### config.mk
export PLATFORM = sky130hd
export DESIGN_NAME = xtea_pcbc_byte_encryptor_core
export DESIGN_NICKNAME = d
export VERILOG_FILES = /design/src/sv/xpbe_pkg.sv /design/src/sv/xtea_pcbc_byte_encryptor_core.sv /design/src/sv/xpbe_queue.sv /design/src/sv/xpbe_front.sv /design/src/sv/xpbe_back.sv
export VERILOG_INCLUDE_DIRS = /design/src /design/src/sv
export SDC_FILE = /design/constraint.sdc
export NUM_CORES = 2
export LEC_CHECK = 0
export ABC_AREA = 1
export BUFFER_PORTS_ARGS = -buffer_cell sky130_fd_sc_hd__buf_2
export CAP_MARGIN = 20
export CORE_AREA = 3 3 272 274
export DETAILED_ROUTE_END_ITERATION = 7
export DIE_AREA = 0 0 275 277
export GPL_TIMING_DRIVEN = 0
export PLACE_DENSITY = 0.74
export SETUP_SLACK_MARGIN = 0.5
export SYNTH_ARGS = -nofsm -noshare
export SYNTH_HDL_FRONTEND = slang
export SYNTH_SLANG_ARGS = --single-unit
export TNS_END_PERCENT = 50
### constraint.sdc
create_clock -name clk -period 7.7 [get_ports clk]
set_input_delay 1.155 -clock clk [delete_from_list [all_inputs] [get_ports clk]]
set_output_delay 1.155 -clock clk [all_outputs]
set_load 0.02 [all_outputs]
### src/sv/assert_macros.svh
// ---------------------------------------------------------------------------
// Assertion macros
// Shared concurrent assertion forms; empty when SYNTHESIS is defined.
// ---------------------------------------------------------------------------
`ifndef ASSERT_MACROS_SVH
`define ASSERT_MACROS_SVH

`ifndef SYNTHESIS

// Property must hold at every clock edge outside reset
`define ASSERT_CLK(lbl, clk, rst, prop) \
  lbl: assert property (@(posedge clk) disable iff (rst) prop) \
    else $error("assertion failed");

// Condition must never be true outside reset
`define ASSERT_NEVER(lbl, clk, rst, cond) \
  lbl: assert property (@(posedge clk) disable iff (rst) !(cond)) \
    else $error("forbidden condition seen");

`else

`define ASSERT_CLK(lbl, clk, rst, prop)
`define ASSERT_NEVER(lbl, clk, rst, cond)

`endif

`endif

### src/sv/xpbe_pkg.sv
// ---------------------------------------------------------------------------
// xpbe_pkg
// Types and constants shared by the XTEA PCBC byte encryptor.
// ---------------------------------------------------------------------------
package xpbe_pkg;

  // XTEA schedule constants
  localparam logic [31:0] XTEA_DELTA = 32'h9E37_79B9;
  localparam logic [8:0]  MAX_ROUNDS = 9'd256;

  // Input action codes
  localparam logic ACT_BYTE = 1'b0;
  localparam logic ACT_END  = 1'b1;

  // Configuration register indexes
  typedef enum logic [2:0] {
    IDX_IV_LOW  = 3'd0,
    IDX_IV_HIGH = 3'd1,
    IDX_KEY0    = 3'd2,
    IDX_KEY1    = 3'd3,
    IDX_KEY2    = 3'd4,
    IDX_KEY3    = 3'd5,
    IDX_ROUNDS  = 3'd6
  } cfg_idx_t;

  // Cipher engine states
  typedef enum logic [1:0] {
    BK_IDLE,
    BK_RUN,
    BK_FIN
  } bk_state_t;

  // One block handed from packer to cipher engine
  typedef struct packed {
    logic [63:0] block;
    logic        fresh;
  } q_entry_t;

  // Configuration seen by the cipher engine
  typedef struct packed {
    logic [31:0]       iv_low;
    logic [31:0]       iv_high;
    logic [3:0][31:0]  key;
    logic [8:0]        rounds;
  } cfg_t;

  // Cipher engine status
  typedef struct packed {
    logic busy;
    logic load;
  } bk_stat_t;

endpackage

### src/sv/xtea_pcbc_byte_encryptor_core.sv
// ---------------------------------------------------------------------------
// xtea_pcbc_byte_encryptor_core
// Packs plaintext bytes into 64-bit blocks and enciphers them with XTEA in
// PCBC mode; end of stream pads a partial block and restarts from the IV.
//
//   channel | direction | handshake            | payload
//   --------+-----------+----------------------+-----------------------------
//   in      | to core   | in_valid / in_stall  | action, data_byte
//   out     | from core | out_valid / out_stall| cipher_low, cipher_high
//   cfg     | to core   | cfg_write            | cfg_index, cfg_data
//
// The packer takes a byte whenever the block queue is not full.
// The cipher engine applies n = min(round_count, 256) XTEA iterations to each block,
// one iteration per clock, and takes no new block until it is done.
// Synchronous reset sets control and config at once; queue storage, cipher datapath and output data are not reset.
// A stalled output holds the engine at its finish step; the queue then fills
// and in_stall rises.
// ---------------------------------------------------------------------------
`include "assert_macros.svh"

module xtea_pcbc_byte_encryptor_core #(
  parameter int QUEUE_DEPTH = 2
) (
  input  logic        clk,
  input  logic        rst,
  input  logic        in_valid,
  output logic        in_stall,
  input  logic        action,
  input  logic [7:0]  data_byte,
  output logic        out_valid,
  input  logic        out_stall,
  output logic [31:0] cipher_low,
  output logic [31:0] cipher_high,
  input  logic        cfg_write,
  input  logic [2:0]  cfg_index,
  input  logic [31:0] cfg_data
);

  xpbe_pkg::cfg_t     cfg;
  xpbe_pkg::q_entry_t wr_entry;
  xpbe_pkg::q_entry_t rd_entry;
  xpbe_pkg::bk_stat_t bk_stat;
  logic               in_accept;
  logic               q_push;
  logic               q_pop;
  logic               q_empty;
  logic               q_full;

  // Configuration registers
  always_ff @(posedge clk) begin
    if (rst) begin
      cfg.iv_low  <= '0;
      cfg.iv_high <= '0;
      cfg.key     <= '0;
      cfg.rounds  <= xpbe_pkg::MAX_ROUNDS;
    end else if (cfg_write) begin
      case (xpbe_pkg::cfg_idx_t'(cfg_index))
        xpbe_pkg::IDX_IV_LOW:  cfg.iv_low  <= cfg_data;
        xpbe_pkg::IDX_IV_HIGH: cfg.iv_high <= cfg_data;
        xpbe_pkg::IDX_KEY0:    cfg.key[0]  <= cfg_data;
        xpbe_pkg::IDX_KEY1:    cfg.key[1]  <= cfg_data;
        xpbe_pkg::IDX_KEY2:    cfg.key[2]  <= cfg_data;
        xpbe_pkg::IDX_KEY3:    cfg.key[3]  <= cfg_data;
        xpbe_pkg::IDX_ROUNDS:  cfg.rounds  <= cfg_data[8:0];
        default: begin
        end
      endcase
    end
  end

  // Hold input while the queue has no room
  assign in_stall  = q_full;
  assign in_accept = in_valid && !in_stall;

  xpbe_front u_front (
    .clk       (clk),
    .rst       (rst),
    .accept    (in_accept),
    .action    (action),
    .data_byte (data_byte),
    .push      (q_push),
    .entry     (wr_entry)
  );

  xpbe_queue #(
    .DEPTH (QUEUE_DEPTH)
  ) u_queue (
    .clk      (clk),
    .rst      (rst),
    .push     (q_push),
    .wr_entry (wr_entry),
    .pop      (q_pop),
    .rd_entry (rd_entry),
    .empty    (q_empty),
    .full     (q_full)
  );

  xpbe_back u_back (
    .clk         (clk),
    .rst         (rst),
    .cfg         (cfg),
    .q_empty     (q_empty),
    .q_entry     (rd_entry),
    .q_pop       (q_pop),
    .out_valid   (out_valid),
    .out_stall   (out_stall),
    .cipher_low  (cipher_low),
    .cipher_high (cipher_high),
    .stat        (bk_stat)
  );

  // Packer never pushes into a full queue
  `ASSERT_NEVER(a_push_full, clk, rst, q_push && q_full)
  // Engine only overwrites the output register once it is free
  `ASSERT_CLK(a_out_free, clk, rst, bk_stat.load |-> (!out_valid || !out_stall))
  // An idle engine picks up a waiting block at once
  `ASSERT_CLK(a_pickup, clk, rst, (!bk_stat.busy && !q_empty) |=> bk_stat.busy)

endmodule

### src/sv/xpbe_queue.sv
// ---------------------------------------------------------------------------
// xpbe_queue
// Short FIFO of packed blocks between packer and cipher engine.
// ---------------------------------------------------------------------------
module xpbe_queue #(
  parameter int DEPTH = 2
) (
  input  logic               clk,
  input  logic               rst,
  input  logic               push,
  input  xpbe_pkg::q_entry_t wr_entry,
  input  logic               pop,
  output xpbe_pkg::q_entry_t rd_entry,
  output logic               empty,
  output logic               full
);

  localparam int PTR_W = (DEPTH > 1) ? $clog2(DEPTH) : 1;
  localparam int CNT_W = $clog2(DEPTH + 1);

  xpbe_pkg::q_entry_t mem [DEPTH];
  logic [PTR_W-1:0]   wr_ptr;
  logic [PTR_W-1:0]   rd_ptr;
  logic [CNT_W-1:0]   count;
  logic               do_push;
  logic               do_pop;

  assign do_push  = push && !full;
  assign do_pop   = pop && !empty;
  assign empty    = (count == '0);
  assign full     = (count == CNT_W'(DEPTH));
  assign rd_entry = mem[rd_ptr];

  // Store pushed item
  always_ff @(posedge clk) begin
    if (do_push) begin
      mem[wr_ptr] <= wr_entry;
    end
  end

  // Advance pointers and occupancy
  always_ff @(posedge clk) begin
    if (rst) begin
      wr_ptr <= '0;
      rd_ptr <= '0;
      count  <= '0;
    end else begin
      if (do_push) begin
        wr_ptr <= (wr_ptr == PTR_W'(DEPTH - 1)) ? '0 : wr_ptr + 1'b1;
      end
      if (do_pop) begin
        rd_ptr <= (rd_ptr == PTR_W'(DEPTH - 1)) ? '0 : rd_ptr + 1'b1;
      end
      if (do_push && !do_pop) begin
        count <= count + 1'b1;
      end else if (do_pop && !do_push) begin
        count <= count - 1'b1;
      end
    end
  end

endmodule

### src/sv/xpbe_front.sv
// ---------------------------------------------------------------------------
// xpbe_front
// Byte packer: gathers bytes into 64-bit blocks, handles end of stream.
// ---------------------------------------------------------------------------
module xpbe_front (
  input  logic               clk,
  input  logic               rst,
  input  logic               accept,
  input  logic               action,
  input  logic [7:0]         data_byte,
  output logic               push,
  output xpbe_pkg::q_entry_t entry
);

  logic [55:0] pending;
  logic [2:0]  byte_pos;
  logic        fresh;
  logic        is_end;
  logic [55:0] pending_next;

  assign is_end = (action == xpbe_pkg::ACT_END);

  // Emit on eighth byte, or on end with bytes pending
  assign push = accept && (is_end ? (byte_pos != 3'd0) : (byte_pos == 3'd7));

  // Build block: end pads with zero, bytes above byte_pos are already clear
  assign entry.block = is_end ? {8'h00, pending} : {data_byte, pending};
  assign entry.fresh = fresh;

  // Drop the byte into its lane
  always_comb begin
    pending_next = pending;
    for (int i = 0; i < 7; i++) begin
      if (byte_pos == 3'(i)) begin
        pending_next[i*8 +: 8] = data_byte;
      end
    end
  end

  // Hold packing state
  always_ff @(posedge clk) begin
    if (rst) begin
      pending  <= '0;
      byte_pos <= '0;
      fresh    <= 1'b1;
    end else if (accept) begin
      if (is_end) begin
        pending  <= '0;
        byte_pos <= '0;
        fresh    <= 1'b1;
      end else if (byte_pos == 3'd7) begin
        pending  <= '0;
        byte_pos <= '0;
        fresh    <= 1'b0;
      end else begin
        pending  <= pending_next;
        byte_pos <= byte_pos + 1'b1;
      end
    end
  end

endmodule

### src/sv/xpbe_back.sv
// ---------------------------------------------------------------------------
// xpbe_back
// Cipher engine: PCBC chaining around an XTEA core, one cycle per round.
// ---------------------------------------------------------------------------
module xpbe_back (
  input  logic               clk,
  input  logic               rst,
  input  xpbe_pkg::cfg_t     cfg,
  input  logic               q_empty,
  input  xpbe_pkg::q_entry_t q_entry,
  output logic               q_pop,
  output logic               out_valid,
  input  logic               out_stall,
  output logic [31:0]        cipher_low,
  output logic [31:0]        cipher_high,
  output xpbe_pkg::bk_stat_t stat
);

  xpbe_pkg::bk_state_t state;
  xpbe_pkg::bk_state_t state_next;

  logic [31:0] a;
  logic [31:0] b;
  logic [31:0] total;
  logic [8:0]  count;
  logic [63:0] ptext;
  logic [31:0] chain_low;
  logic [31:0] chain_high;
  logic [8:0]  limit;
  logic        start;
  logic        step;
  logic        load;
  logic [31:0] base_low;
  logic [31:0] base_high;
  logic [31:0] a_next;
  logic [31:0] b_next;
  logic [31:0] total_next;

  // Round count above 256 saturates
  assign limit = cfg.rounds[8] ? xpbe_pkg::MAX_ROUNDS : cfg.rounds;

  // Chaining value: IV at the head of a stream
  assign base_low  = q_entry.fresh ? cfg.iv_low  : chain_low;
  assign base_high = q_entry.fresh ? cfg.iv_high : chain_high;

  // One full XTEA cycle
  assign total_next = total + xpbe_pkg::XTEA_DELTA;
  assign a_next = a + ((((b << 4) ^ (b >> 5)) + b) ^ (total + cfg.key[total[1:0]]));
  assign b_next = b + ((((a_next << 4) ^ (a_next >> 5)) + a_next)
                       ^ (total_next + cfg.key[total_next[12:11]]));

  // Next state and strobes
  always_comb begin
    state_next = state;
    start      = 1'b0;
    step       = 1'b0;
    load       = 1'b0;
    case (state)
      xpbe_pkg::BK_IDLE: begin
        if (!q_empty) begin
          start      = 1'b1;
          state_next = xpbe_pkg::BK_RUN;
        end
      end
      xpbe_pkg::BK_RUN: begin
        if (count == limit) begin
          state_next = xpbe_pkg::BK_FIN;
        end else begin
          step = 1'b1;
        end
      end
      xpbe_pkg::BK_FIN: begin
        if (!out_valid || !out_stall) begin
          load       = 1'b1;
          state_next = xpbe_pkg::BK_IDLE;
        end
      end
      default: begin
        state_next = xpbe_pkg::BK_IDLE;
      end
    endcase
  end

  assign q_pop     = start;
  assign stat.busy = (state != xpbe_pkg::BK_IDLE);
  assign stat.load = load;

  // State register
  always_ff @(posedge clk) begin
    if (rst) begin
      state <= xpbe_pkg::BK_IDLE;
    end else begin
      state <= state_next;
    end
  end

  // Cipher datapath: load whitened block, then iterate rounds
  always_ff @(posedge clk) begin
    if (start) begin
      a     <= base_low  ^ q_entry.block[31:0];
      b     <= base_high ^ q_entry.block[63:32];
      total <= '0;
      ptext <= q_entry.block;
    end else if (step) begin
      a     <= a_next;
      b     <= b_next;
      total <= total_next;
    end
  end

  // Round counter
  always_ff @(posedge clk) begin
    if (rst) begin
      count <= '0;
    end else if (start) begin
      count <= '0;
    end else if (step) begin
      count <= count + 1'b1;
    end
  end

  // Chaining value: ciphertext xor plaintext
  always_ff @(posedge clk) begin
    if (rst) begin
      chain_low  <= '0;
      chain_high <= '0;
    end else if (load) begin
      chain_low  <= a ^ ptext[31:0];
      chain_high <= b ^ ptext[63:32];
    end
  end

  // Output register
  always_ff @(posedge clk) begin
    if (load) begin
      cipher_low  <= a;
      cipher_high <= b;
    end
  end

  always_ff @(posedge clk) begin
    if (rst) begin
      out_valid <= 1'b0;
    end else if (load) begin
      out_valid <= 1'b1;
    end else if (!out_stall) begin
      out_valid <= 1'b0;
    end
  end

endmodule

==> impl_metrics.py <==
metrics = {
    "critical_path": {
        "worstPathArrival_ns": 9.00,
        "slowest_delay_ns": 0.38,
        "crit_family": "compound AO/OA/AOI/OAI gates",
        "crit_buf_inv": 10,
        "worstSetupStartpointType": "flip-flop",
        "crit_type": "reg -> reg",
        "crit_path_end_kind": "flip-flop",
        "crit_required_ns": 8.09,
        "crit_fanout": 7,
        "worst_path_max_delay_cell": "xor2_2",
    },
    "routing": {
        "wl_per_cell_um": 24.0,
        "routed_wl_mm": 151,
        "vias": 37610,
        "drc": 0,
        "final_antenna_net_count": 0,
        "viasPerCell": 5.96,
        "drt_iter0_drc": 4508,
        "first_pass_iters": 5,
    },
    "floorplan": {
        "die_w_um": 275,
        "core.rowCount": 98,
        "start_util_pct": 55.1,
        "die_y_um": 277,
        "pin_count": 115,
        "core_area_sq_um": 71600,
        "die_area_sq_um": 76200,
    },
    "flow_run": {
        "maxCapViolCount": 0,
    },
    "sta": {
        "worst_slew_pin_slew_ns": 1.18,
        "fin_crit_sh_pct": 112,
        "fmax_mhz": 116,
        "hold_viol_final": 0,
        "rsz0062_at_grt": "yes",
        "skew_ns": 0.0498,
        "finalCriticalPeriod_ns": 8.61,
        "finalMaxSlewViolations": 0,
        "final.setup.worst_slack_ns": -0.912,
        "finalSetupViolCount": 17,
        "relSlewSlack_pct": 21.6,
    },
    "cells_and_area": {
        "area_growth_pct": 25.3,
        "utilization_pct": 69.1,
        "drive_above_1_share_pct": 19.2,
        "fillers": 5697,
        "multiInputGateArea_sq_um": 23700,
        "fin_nets": 5555,
        "seqCellArea_sq_um": 17200,
    },
    "logic_synthesis": {
        "synth_nets": 5173,
        "ys_ff_latch": 696,
        "seq_area_frac_synth_pct": 43.4,
        "synth_area_sq_um": 39500,
        "synth.distinct_cells": 69,
        "syn_area_per_cell_sq_um": 8.04,
        "synth_cells": 4913,
        "synth_ff_type": "dfxtp_1",
        "async_flop_share_pct": 0,
        "synth_warnings": 0,
        "synth-edff-count": 322,
    },
    "cts": {
        "cts_buffers": 76,
        "insertion_delay_ns": 0.67,
        "cts-root-buf": "clkbuf_16",
        "clockBufferDepth": 3,
        "clock_sinks": 696,
        "cts_tree": "yes",
        "clk_pin_slew_ns": 0.07,
        "htreeDepth": 3,
    },
    "status": {
        "violations": "setup timing",
        "status": "complete, but fails checks",
    },
    "global_routing": {
        "grt_use_total_pct": 38.3,
        "grt-ovfl-total": 0,
        "grt_max_degree": 63,
        "grt_pass1_wl_mm": 217,
        "grt_pass1_vias": 34696,
        "antenna_found_initial": 5,
    },
    "placed_design": {
        "portBuffers": 114,
        "hpwl_mm": 112,
        "place_congestion": 1.03,
    },
    "min_path": {
        "hold_class": "reg -> reg",
    },
}
[final timing paths]
path	start	to	slack, ns	cells after the start
max reg2reg	u_back.total[0]	u_back.b[31]	-0.91	55
min reg2reg	u_back.chain_low[12]	u_back.chain_low[12]	0.45	2
max	u_back.total[0]	u_back.b[31]	-0.91	55
min	u_back.chain_low[12]	u_back.chain_low[12]	0.45	2
[worst register-to-register path, delay by kind of cell, from the launching register on]
kind | cells | cell delay (ns)
AND/OR/NAND/NOR | 20 | 1.75
AO/OA/AOI/OAI | 15 | 2.41
XOR/XNOR | 5 | 1.39
flip-flops | 1 | 0.35
adder cells (fa/ha/maj) | 5 | 1.40
buffers and inverters | 10 | 1.04
[metrics by stage]
step	setup TNS [ns]	setup WS (ns)	instance area (sq um)	std cells	hold slack, ns
after global routing	-11.21	-1.09	49500	6308	0.458
after CTS	-1.88	-0.507	48100	6274	0.447
after detailed placement	-34.32	-2.65	41600	5987	0.437
after global placement	-35.45	-2.73	41400	5977	0.431
final	-7.83	-0.912	49500	6314	0.448
after floorplan	0	0.508	39600	4913	0.425
[what timing repair did]
item / in CTS / in global routing
endpoints found under the setup margin: 26 / 24
pin swaps: 181 / 150
setup buffers: 143 / 34
hold buffers: 0 / 0
gates cloned: 3 / 0
resized for setup: 522 / 240
[synthesized netlist by cell type (5+ instances only)]
cell type	n	area, sq um
fa_1	6	120
dfxtp_1	374	7490
xnor2_1	109	955
o21ai_1	15	75.1
edfxtp_1	322	9670
nor3_1	27	135
nand2_2	15	93.8
a21o_1	20	150
o21ai_0	578	2890
clkbuf_1	154	578
o21ai_2	9	78.8
o21bai_1	20	150
nor2_2	5	31.3
a21oi_2	5	43.8
a31oi_1	49	307
or2_2	14	87.6
buf_1	5	18.8
xor2_2	7	114
inv_1	384	1440
nor2_1	542	2030
a211oi_1	19	143
nand3_1	94	470
xor2_1	275	2410
buf_2	15	75.1
o22ai_1	6	37.5
o211ai_1	7	52.6
nor3_2	5	50.1
o21a_1	9	67.6
ha_1	205	2560
a21oi_1	513	2570
nand2_1	1000	3750
inv_2	7	26.3
nor4_1	9	56.3
nand4_1	22	138
[layout by cell type, fill, tap and decap left out, drive strengths merged, types with 5 or more instances in the layout]
cell,n
a211oi,19
a21boi,8
a21o,21
a21oi,518
a31oi,50
buf,323
bufinv,15
clkbuf,250
clkinv,32
clkinvlp,5
dfxtp,374
diode,6
edfxtp,322
fa,6
ha,205
inv,393
nand2,1016
nand3,97
nand4,22
nor2,549
nor3,32
nor4,9
o211ai,7
o21a,9
o21ai,604
o21bai,22
o22ai,6
or2,16
xnor2,109
xor2,282
[metal layers]
metal  track usage (%)  wire length [um]  vias up
met3              8.10             16200      490
li1                  -                 -    17229
met2              58.3             65700     2103
met4              20.8             10600        2
met1              50.9             58900    17786
met5                 0                19        -
[cells by family after synthesis]
| group | after synthesis | share of synthesized area (%) |
|---|---|---|
| AOI/OAI and AO/OA | 1285 | 17.5 |
| adders and majority gates | 211 | 6.80 |
| and+or+nand+nor | 1755 | 17.8 |
| buffers and inverters | 573 | 5.51 |
| DFF | 696 | 43.4 |
| xor gates and xnor gates | 393 | 8.92 |
[final cells by class]
cell class              count  share of cell area [%]
diodes                      6                  0.0303
plain buffers             177                    1.68
clock buffers              92                    4.07
clock inverters            49                    1.61
inverters                 396                    3.04
multi-input cells        3644                    47.8
flip-flops and latches    696                    34.7
well taps                 950                    2.40
repair buffers            304                    4.65
[state kept, by name, summed over array words and instances, names as in the netlist, 2 cells and up, named ones only]
name / flops
cfg: 201
u_queue.mem: 130
u_back.ptext: 64
u_front.pending: 56
u_back.a: 32
u_back.b: 32
u_back.chain_high: 32
u_back.chain_low: 32
u_back.cipher_high: 32
u_back.cipher_low: 32
u_back.total: 32
u_back.count: 9
u_front.byte_pos: 3
u_back.state: 2
u_queue.count: 2
Power is not shown: default switching activity piles up to over one toggle a cycle in this logic, so the estimate is an artifact.
